[src/rtl/core/hnu_pkg.sv]
package hnu_pkg;

	localparam int DIM_W      = 11;
	localparam int CFG_IDX_W  = 1;
	localparam int CFG_DATA_W = 7;
	localparam int HEIGHT_W   = 16;
	localparam int DIFF_W     = 17;
	localparam int MAG_W      = 16;
	localparam int PROD_W     = 32;
	localparam int SUM_W      = 34;
	localparam int RAD_W      = 50;
	localparam int ROOT_W     = 25;
	localparam int NUM_W      = 41;
	localparam int DEN_W      = 26;
	localparam int QUO_W      = 17;
	localparam int REM_W      = DEN_W + QUO_W - 1;
	localparam int STEP_W     = 5;
	localparam int COMP_W     = 16;
	localparam int NY_W       = 15;

	localparam logic [STEP_W-1:0] SQRT_STEPS = STEP_W'(ROOT_W);
	localparam logic [STEP_W-1:0] DIV_STEPS  = STEP_W'(QUO_W);

	localparam logic [CFG_DATA_W-1:0] GRID_RESET = 7'd64;
	localparam logic [MAG_W-1:0]      DY_MAG     = 16'd512;
	localparam logic [SUM_W-1:0]      DY_SQ      = 34'd262144;
	localparam logic [QUO_W-1:0]      Q_MAX      = 17'd32767;

	typedef enum logic [CFG_IDX_W-1:0] {
		REG_GRID_WIDTH  = 1'b0,
		REG_GRID_HEIGHT = 1'b1
	} cfg_reg_t;

	typedef enum logic {
		OP_LOAD   = 1'b0,
		OP_NORMAL = 1'b1
	} op_t;

	typedef struct packed {
		logic start;
		logic sqrt_mode;
	} arith_cmd_t;

	typedef struct packed {
		logic busy;
		logic done;
	} arith_sts_t;

endpackage

[src/rtl/core/hnu_arith.sv]
module hnu_arith (
	input  logic                       clk,
	input  logic                       arst_n,
	input  hnu_pkg::arith_cmd_t        cmd,
	input  logic [hnu_pkg::RAD_W-1:0]  radicand,
	input  logic [hnu_pkg::NUM_W-1:0]  dividend,
	input  logic [hnu_pkg::DEN_W-1:0]  divisor,
	output hnu_pkg::arith_sts_t        sts,
	output logic [hnu_pkg::ROOT_W-1:0] result
);

	logic                         mode_q;
	logic                         busy_q;
	logic                         done_q;
	logic [hnu_pkg::STEP_W-1:0]   cnt_q;
	logic [hnu_pkg::REM_W-1:0]    rem_q;
	logic [hnu_pkg::RAD_W-1:0]    aux_q;
	logic [hnu_pkg::ROOT_W-1:0]   res_q;
	logic [hnu_pkg::REM_W-1:0]    op_a;
	logic [hnu_pkg::REM_W-1:0]    op_b;
	logic [hnu_pkg::REM_W-1:0]    diff;
	logic                         ge;

	// Square root brings down two radicand bits per step; division shifts the divisor right.
	always_comb begin
		if (mode_q) begin
			op_a = {rem_q[hnu_pkg::REM_W-3:0], aux_q[hnu_pkg::RAD_W-1 -: 2]};
			op_b = hnu_pkg::REM_W'({res_q, 2'b01});
		end else begin
			op_a = rem_q;
			op_b = aux_q[hnu_pkg::REM_W-1:0];
		end
		diff = op_a - op_b;
		ge   = (op_a >= op_b);
	end

	always_ff @(posedge clk or negedge arst_n) begin
		if (!arst_n) begin
			busy_q <= 1'b0;
			done_q <= 1'b0;
			cnt_q  <= '0;
			mode_q <= 1'b0;
		end else begin
			done_q <= busy_q && (cnt_q == hnu_pkg::STEP_W'(1));
			if (cmd.start && !busy_q) begin
				busy_q <= 1'b1;
				mode_q <= cmd.sqrt_mode;
				cnt_q  <= cmd.sqrt_mode ? hnu_pkg::SQRT_STEPS : hnu_pkg::DIV_STEPS;
			end else if (busy_q) begin
				cnt_q <= cnt_q - 1'b1;
				if (cnt_q == hnu_pkg::STEP_W'(1)) begin
					busy_q <= 1'b0;
				end
			end
		end
	end

	always_ff @(posedge clk) begin
		if (cmd.start && !busy_q) begin
			res_q <= '0;
			if (cmd.sqrt_mode) begin
				rem_q <= '0;
				aux_q <= radicand;
			end else begin
				rem_q <= hnu_pkg::REM_W'(dividend);
				aux_q <= hnu_pkg::RAD_W'({divisor, {(hnu_pkg::QUO_W-1){1'b0}}});
			end
		end else if (busy_q) begin
			res_q <= {res_q[hnu_pkg::ROOT_W-2:0], ge};
			rem_q <= ge ? diff : op_a;
			if (mode_q) begin
				aux_q <= {aux_q[hnu_pkg::RAD_W-3:0], 2'b00};
			end else begin
				aux_q <= {1'b0, aux_q[hnu_pkg::RAD_W-1:1]};
			end
		end
	end

	assign sts.busy = busy_q;
	assign sts.done = done_q;
	assign result   = res_q;

endmodule

[config.mk]
export PLATFORM = sky130hd
export DESIGN_NAME = hnu_arith
export DESIGN_NICKNAME = d
export VERILOG_FILES = /design/src/rtl/core/hnu_pkg.sv /design/src/rtl/core/hnu_arith.sv
export SDC_FILE = /design/constraint.sdc
export NUM_CORES = 1
export LEC_CHECK = 0
export BUFFER_PORTS_ARGS = -buffer_cell sky130_fd_sc_hd__buf_2
export CAP_MARGIN = 40
export CORE_MARGIN = 1.5
export CORE_UTILIZATION = 58
export DETAILED_ROUTE_END_ITERATION = 7
export PLACE_DENSITY_LB_ADDON = 0.2
export RECOVER_POWER = 100
export SETUP_SLACK_MARGIN = 0.4
export SYNTH_ARGS = -nofsm -noshare
export SYNTH_HDL_FRONTEND = slang
export SYNTH_SLANG_ARGS = --single-unit
[constraint.sdc]
create_clock -name clk -period 6 [get_ports clk]
set_input_delay 1.2 -clock clk [delete_from_list [all_inputs] [get_ports clk]]
set_output_delay 1.2 -clock clk [all_outputs]
set_load 0.02 [all_outputs]
Word level (Yosys, flattened, before mapping):

Cells that the tools add are included.

* bits in registers: 125
* input port bits: 121
* word-level logic and storage cells: 31

* add/sub/neg operators: 2
* magnitude comparators: 1
* equality and inequality tests: 1
* muxes and demuxes: 16
* reductions and logical operators: 4

Operators by type and width (count)
* $mux W42: 5
* $mux W50: 4
* $ge A42 B42 Y1: 1
* $sub A42 B42 Y42: 1
* $mux W41: 1
* $mux W5: 2
* $eq A5 B1 Y1 const B: 1
* $sub A5 B1 Y5 const B: 1
* $mux W4: 1
* $mux W1: 3
* $logic_and A1 B1 Y1: 2
* $reduce_bool A2 Y1: 1
* $logic_not A1 Y1: 1

Logic depth before layout (Yosys ltp):

Gate-level depths: netlist of run 1.

* depth after elaboration: 5
* depth in mapped cells: 18

Worst setup path after synthesis of run 1:

Ideal clock, no wire load.

* kind: register -> register
* from: register mode_q
* to: register rem_q[36] (netlist bit) (data pin)
* setup time: 0.261 ns
* arrival time: 4.081 ns
* required time: 5.739 ns
* slack: 1.658 ns
* cell stages (with the launch flop): 19
* buffers on the path: 7
* cell sequence: dfrtp_1 > clkbuf_1 > buf_1 > clkbuf_1 > clkbuf_1 > a21oi_1 > ha_1 > buf_2 > nand4_1 > nor3_2 > and3_1 > a221oi_2 > a311oi_2 > o31ai_2 > and2_0 > buf_2 > buf_4 > a32oi_1 > nand3_1

* word-level cells in the longest chain between the ends: 5
* elaborated cells between the ends (all ways): 7
* classes of those cells: 1 x add/sub; 1 x order compare; 5 x mux

Ends and longest elaborated chain
* start, declared: RTL line hnu_arith.sv:12 `logic mode_q;`
* start signal, assigned: RTL line hnu_arith.sv:47 `mode_q <= cmd.sqrt_mode;`
* $mux W42: RTL line hnu_arith.sv:26 `if (mode_q) begin`
* $sub A42 B42 Y42 or $ge A42 B42 Y1 (tied branches): RTL line hnu_arith.sv:33, hnu_arith.sv:34
* $mux W42 *: RTL line hnu_arith.sv:70 `rem_q <= ge ? diff : op_a;`
* $mux W42 *: RTL line hnu_arith.sv:68 `end else if (busy_q) begin`
* $mux W42 *: RTL line hnu_arith.sv:59 `if (cmd.start && !busy_q) begin`
* end signal, assigned: RTL line hnu_arith.sv:65 `rem_q <= hnu_pkg::REM_W'(dividend);`
* end signal, assigned: RTL line hnu_arith.sv:70
* end, declared: RTL line hnu_arith.sv:16 `logic [hnu_pkg::REM_W-1:0] rem_q;`

Every way passes the cells marked *; elsewhere a longest branch is shown, timed or not. The select of a mux whose other input is x is not followed.
A chain may end at the register's enable or synchronous reset.

Final worst setup path of run 1:

* from: register mode_q
* to: register rem_q[15] (netlist bit) (data pin)

The elaborated chain is that of the path after synthesis.

==> metrics.cfg, run 1 <==
[die]
boundaryPins = 148
die_y_um = 129
rows = 45
chipWidth_um = 129
die_area_sq_um = 16600
initial_utilization = 0.600
coreArea_sq_um = 15300

[clocking]
ctsLongestPathBuffers = 2
cts_resized = 0
root_buffer = clkbuf_16
hold_buffers = 0
cts_tree = done
h-tree-depth = 4
path_clk_slew_ps = 60
clkSinkCount = 125
numCtsBuffers = 17
clock_latency_ps = 430
cts_setup_buffers = 0

[detailed_routing]
drtIter0Drc = 861
routedWlPerCell_um = 20.1
postRouteAntennaNets = 0
drtPass1Iterations = 5
route.detailed.drc = 0
postRouteWirelength_um = 27300
num_vias = 8628
avgViaCountPerCell = 6.34

[sta]
setup-tns-final_ps = 0
finalWorstSetupSlack_ps = 764
period_share = 0.873
max_slew_margin = -1.19
setup_viol = 0
fmax_mhz = 191
hold_viol_final = 0
rsz0062_at_grt = false
drv_slew = 254
clock_skew_ps = 12.1
tightest_slew_ps = 3290
period_needed_ps = 5240

[grt]
grt_pass1_vias = 8008
grt_pass1_wl_um = 42600
grt_max_degree = 81
grtUsageTotal = 0.335
grt.overflow.total = 0
antenna_found_initial = 0

[layout]
post-route-util = 0.689
final_common_cell = buf_2
layout-drive-gt1-share = 0.186
area_growth_pct = 14.7
num_antenna_cells = 0
final_cell_mix = buf_2, nand2_1, a21oi_1
layout.nets = 1302

[place]
place_worst_setup_slack_ps = 1170
dp.final_hpwl_um = 19800
gp_congestion = 0.977
io_buffers = 147

[worst_setup_path]
critPathRequiredTime_ps = 6050
start_kind = flip-flop
path_depth = 14
arrival_ps = 5280
cp_max_fo = 69
worstRegToRegCells = 14
critPathTopFamily = compound AO/OA/AOI/OAI gates
cp_slowest_cell = dfrtp_4
critical_path_class = reg2reg
crit_buf_inv = 3
path_cells = buf_12 > mux2_1 > ha_1 > nand2_1 > o21ai_0 > nor3_1 > o31a_1 > a21oi_1 > nor2_1 > buf_4 > nand2_1 > buf_4 > mux2i_1 > o21ai_0
critPathCaptureType = flip-flop
max_stage_delay_ps = 920

[synthesis]
synth_ff_type = edfxtp_1
synthCells = 1024
synth_fp_nets = 1190
synth_edf_count = 92
synth_cell_types = 64
yosys_warnings = 0
syn_area_sq_um = 9190
ys_seq_area_frac = 0.377
syn_avg_cell_area_sq_um = 8.98
async_flop_share = 0.0640
ys_ff_latch = 125

[min_path]
holdPathStages = 1
worstHoldPathType = reg2reg

[run_status]
failed_checks = max-capacitance violations, max-slew violations
outcome = finished, violations left

[job]
maxCapViolCount = 5

==> state kept, by name (all words and copies together) (netlist names) <==
register  count
aux_q        50
busy_q        1
cnt_q         5
done_q        1
mode_q        1
rem_q        42
result       25
==> cell usage after synthesis, types with 6 or more instances <==
cell / n / share of area
a211oi_1: 15 / 0.012
a21o_1: 15 / 0.012
a21oi_1: 107 / 0.058
a22o_1: 7 / 0.0067
a22oi_1: 43 / 0.035
a31oi_1: 8 / 0.0054
a32oi_1: 11 / 0.010
and2_1: 6 / 0.0041
clkbuf_1: 56 / 0.023
dfrtp_1: 8 / 0.022
dfxtp_1: 25 / 0.054
edfxtp_1: 92 / 0.30
ha_1: 44 / 0.060
inv_1: 15 / 0.0061
mux2_2: 40 / 0.049
mux2i_1: 38 / 0.041
nand2_1: 107 / 0.044
nand2b_1: 48 / 0.033
nand3_1: 49 / 0.027
nor2_1: 39 / 0.016
nor2b_1: 21 / 0.014
nor3_1: 9 / 0.0049
o21ai_0: 98 / 0.053
xnor2_1: 17 / 0.016
xor2_1: 20 / 0.019
==> path summary, 6_finish.rpt <==
path                       startpoint   endpoint  slack [ps]
min in group asynchronous      arst_n   cnt_q[0]         690
max reg2reg                    mode_q  rem_q[15]         760
max                            mode_q  rem_q[15]         760
min reg2reg                  cnt_q[4]     done_q         510
min                          cnt_q[4]     done_q         510
max in group asynchronous      arst_n     mode_q        4950
==> cell families after synthesis <==
group | count (synthesis) | share of synthesized area
flops | 125 | 0.377
mux | 78 | 0.0904
buf+inv | 84 | 0.0370
simple gates | 307 | 0.164
compound gates | 348 | 0.235
fa+ha+maj | 45 | 0.0621
xor+xnor | 37 | 0.0353
==> stage by stage <==
stage	cell area [sq um]	instances	hold slack [ps]
2_1_floorplan	9190	1024	456
3_3_place_gp	10100	1328	480
3_5_place_dp	10100	1328	498
4_1_cts	10600	1360	508
5_1_grt	10500	1360	528
6_report	10500	1360	510
==> worst reg2reg max path: stages, from the launching register on <==
cell	delay [ps]
dfrtp_4	920
buf_12	330
mux2_1	420
ha_1	390
nand2_1	170
o21ai_0	400
nor3_1	110
o31a_1	340
a21oi_1	160
nor2_1	100
buf_4	190
nand2_1	620
buf_4	390
mux2i_1	250
o21ai_0	90
==> metal layers <==
metal / track usage / up-vias / wire, um
met3: 0.0553 / 43 / 2370
met2: 0.522 / 454 / 12500
met5: 0 / - / 0
met4: 0.0939 / 0 / 451
li1: - / 4061 / -
met1: 0.483 / 4070 / 12100
==> final cells by class <==
type | instances | area, sq um
clock inverter | 14 | 118
timing repair buffer | 162 | 801
fill | 1318 | 4770
tap | 211 | 264
clock buffer | 18 | 439
multi-input combinational | 815 | 5400
inverter | 15 | 57.6
sequential | 125 | 3470
Power of run 1 is not shown: default switching activity piles up to over one toggle a cycle in this logic, so the estimate is an artifact.
==> run 2: changes to the inputs <==
--- a/config.mk
+++ b/config.mk
@@ -5,11 +5,13 @@
 export SDC_FILE = /design/constraint.sdc
 export NUM_CORES = 1
 export LEC_CHECK = 0
+export ABC_AREA = 1
 export BUFFER_PORTS_ARGS = -buffer_cell sky130_fd_sc_hd__buf_2
 export CAP_MARGIN = 40
 export CORE_MARGIN = 1.5
-export CORE_UTILIZATION = 58
+export CORE_UTILIZATION = 59
 export DETAILED_ROUTE_END_ITERATION = 7
+export MAX_ROUTING_LAYER = met4
 export PLACE_DENSITY_LB_ADDON = 0.2
 export RECOVER_POWER = 100
 export SETUP_SLACK_MARGIN = 0.4
==> run 2 against run 1 <==
Net effect: the flow still finishes with violations (max-capacitance violations, max-slew violations); clock-buffer cell count shrank 1; die area grew 13%; first-iteration DRC count grew 3.5%; non-clock buffer count shrank 6; final cell count grew 44%.
==> metrics.cfg, run 2 <==
[clocking]
root_buffer = clkbuf_16
numCtsBuffers = 17
cts_resized = 0
hold_buffers = 0
clkSinkCount = 125
cts_setup_buffers = 0
path_clk_slew_ps = 70
clock_latency_ps = 430
cts_tree = done
h-tree-depth = 4
ctsLongestPathBuffers = 2

[sta]
rsz0062_at_grt = false
clock_skew_ps = 11.5
period_needed_ps = 5000
tightest_slew_ps = 2450
setup-tns-final_ps = 0
drv_slew = 137
hold_viol_final = 0
setup_viol = 0
period_share = 0.834
max_slew_margin = -0.633
fmax_mhz = 200

[die]
rows = 48
die_area_sq_um = 18700
die_y_um = 137
chipWidth_um = 137
boundaryPins = 148
initial_utilization = 0.608
coreArea_sq_um = 17400

[detailed_routing]
drtIter0Drc = 891
postRouteWirelength_um = 32200
drtPass1Iterations = 5
postRouteAntennaNets = 0
routedWlPerCell_um = 16.5
num_vias = 10800
avgViaCountPerCell = 5.49
route.detailed.drc = 0

[layout]
final_cell_mix = nand2_1, inv_1, buf_2
layout-drive-gt1-share = 0.136
final_common_cell = nand2_1
largest_register_ff_count = 50
post-route-util = 0.685
area_growth_pct = 12.7
largest_register = aux_q
layout.nets = 1883

[grt]
antenna_found_initial = 2
grt_max_degree = 75
grt_pass1_vias = 10000
grtUsageTotal = 0.366
grt_pass1_wl_um = 51000
grt.overflow.total = 0

[synthesis]
synth_top_family_by_area = simple AND/OR/NAND/NOR gates
ys_seq_area_frac = 0.328
synth_edf_count = 92
syn_avg_cell_area_sq_um = 6.58
ys_ff_latch = 125
async_flop_share = 0.0640
synth_xor_xnor_area_share = 0.0199
synth_fa_ha_area_frac = 0.0541
synth_cell_types = 49
synth_compound_area_frac = 0.123
synth_simple_gate_area_share = 0.350
synth.mux.area_fraction = 0
synth_area_leaders = edfxtp_1, nand2_1, inv_1
synth_top_area_share = 0.262
syn_area_sq_um = 10500
yosys_warnings = 0
yosysTopAreaCell = edfxtp_1
post-synth-top-count-cell = nand2_1
synth_ff_type = edfxtp_1
synth_fp_nets = 1768
synth_common_cells = nand2_1, inv_1, nand3_1, nor2_1, edfxtp_1
synthCells = 1602

[place]
gp_congestion = 1.02
dp.final_hpwl_um = 24400
io_buffers = 147

[worst_setup_path]
critical_path_class = reg2reg
critPathCaptureType = flip-flop
critPathRequiredTime_ps = 6170
cp_max_fo = 43
arrival_ps = 5180
start_kind = flip-flop

[run_status]
outcome = finished, violations left
failed_checks = max-capacitance violations, max-slew violations

[job]
maxCapViolCount = 3

[min_path]
worstHoldPathType = reg2reg

==> run 2: changes by cell type after synthesis, sizes merged, moves of 21 or more <==
cell	delta
mux2i	-38
a21oi	-36
nor2b	-21
o22ai	+25
o21ai	-21
or2	+37
nor2	+70
nand2	+462
mux2	-40
inv	+245
a22oi	-36
nand2b	-47
nand3	+64
==> run 2: path summary, 6_finish.rpt <==
check / startpoint / endpoint / slack, ps / cells past startpoint
setup / recovery: mode_q / rem_q[41] / 1000 / 14
hold / removal: cnt_q[4] / done_q / 460 / 1
max in group asynchronous: arst_n / mode_q / 4930 / 1
min in group asynchronous: arst_n / cnt_q[1] / 710 / 1
hold reg to reg: cnt_q[4] / done_q / 460 / 1
setup reg to reg: mode_q / rem_q[41] / 1000 / 14
==> run 2: layer usage <==
layer | up-vias | global-route usage | part of all wire
met3 | 48 | 0.0963 | 0.10
met5 | - | - | 0
met2 | 490 | 0.548 | 0.44
met1 | 4867 | 0.497 | 0.45
met4 | 0 | 0.0822 | 0.017
li1 | 5346 | - | -
==> run 2: cells by family (layout without fill, tap and decap cells) <==
kind of cell,count (synthesis),count (layout)
simple gates,854,854
xor+xnor,24,24
compound gates,223,223
flops,125,125
buf+inv,331,459
other cells,0,2
fa+ha+maj,45,45
==> run 2: area by class of cell <==
| class | count | area, sq um |
|---|---|---|
| inverters | 271 | 1020 |
| fillers | 1586 | 5460 |
| diodes | 2 | 5.00 |
| repair buffers | 156 | 767 |
| clock inverters | 15 | 178 |
| flip-flops and latches | 125 | 3460 |
| multi-input cells | 1146 | 5750 |
| clock buffers | 17 | 425 |
| well taps | 225 | 282 |
==> run 2: worst max-delay path, cell delays in order, from the launching register on <==
cell	delay [ps]
dfrtp_2	350
clkinv_1	540
buf_4	470
or2_2	300
o21ai_0	120
inv_1	90
ha_1	390
a21oi_1	280
nand2_1	130
a21oi_1	180
nand3_1	140
nor2_4	950
nand2_8	390
o21ai_0	280
nor2_1	80
==> run 2: through the flow <==
step,hold WS (ps),instance area (sq um),setup slack [ps],instances
after floorplan,429,10500,1410,1602
after global placement,438,11300,1640,1921
after detailed placement,455,11400,1620,1923
after CTS,466,12000,1600,1955
after global routing,485,11900,686,1957
final,464,11900,999,1957
Power of run 2 is left out for the same reason.
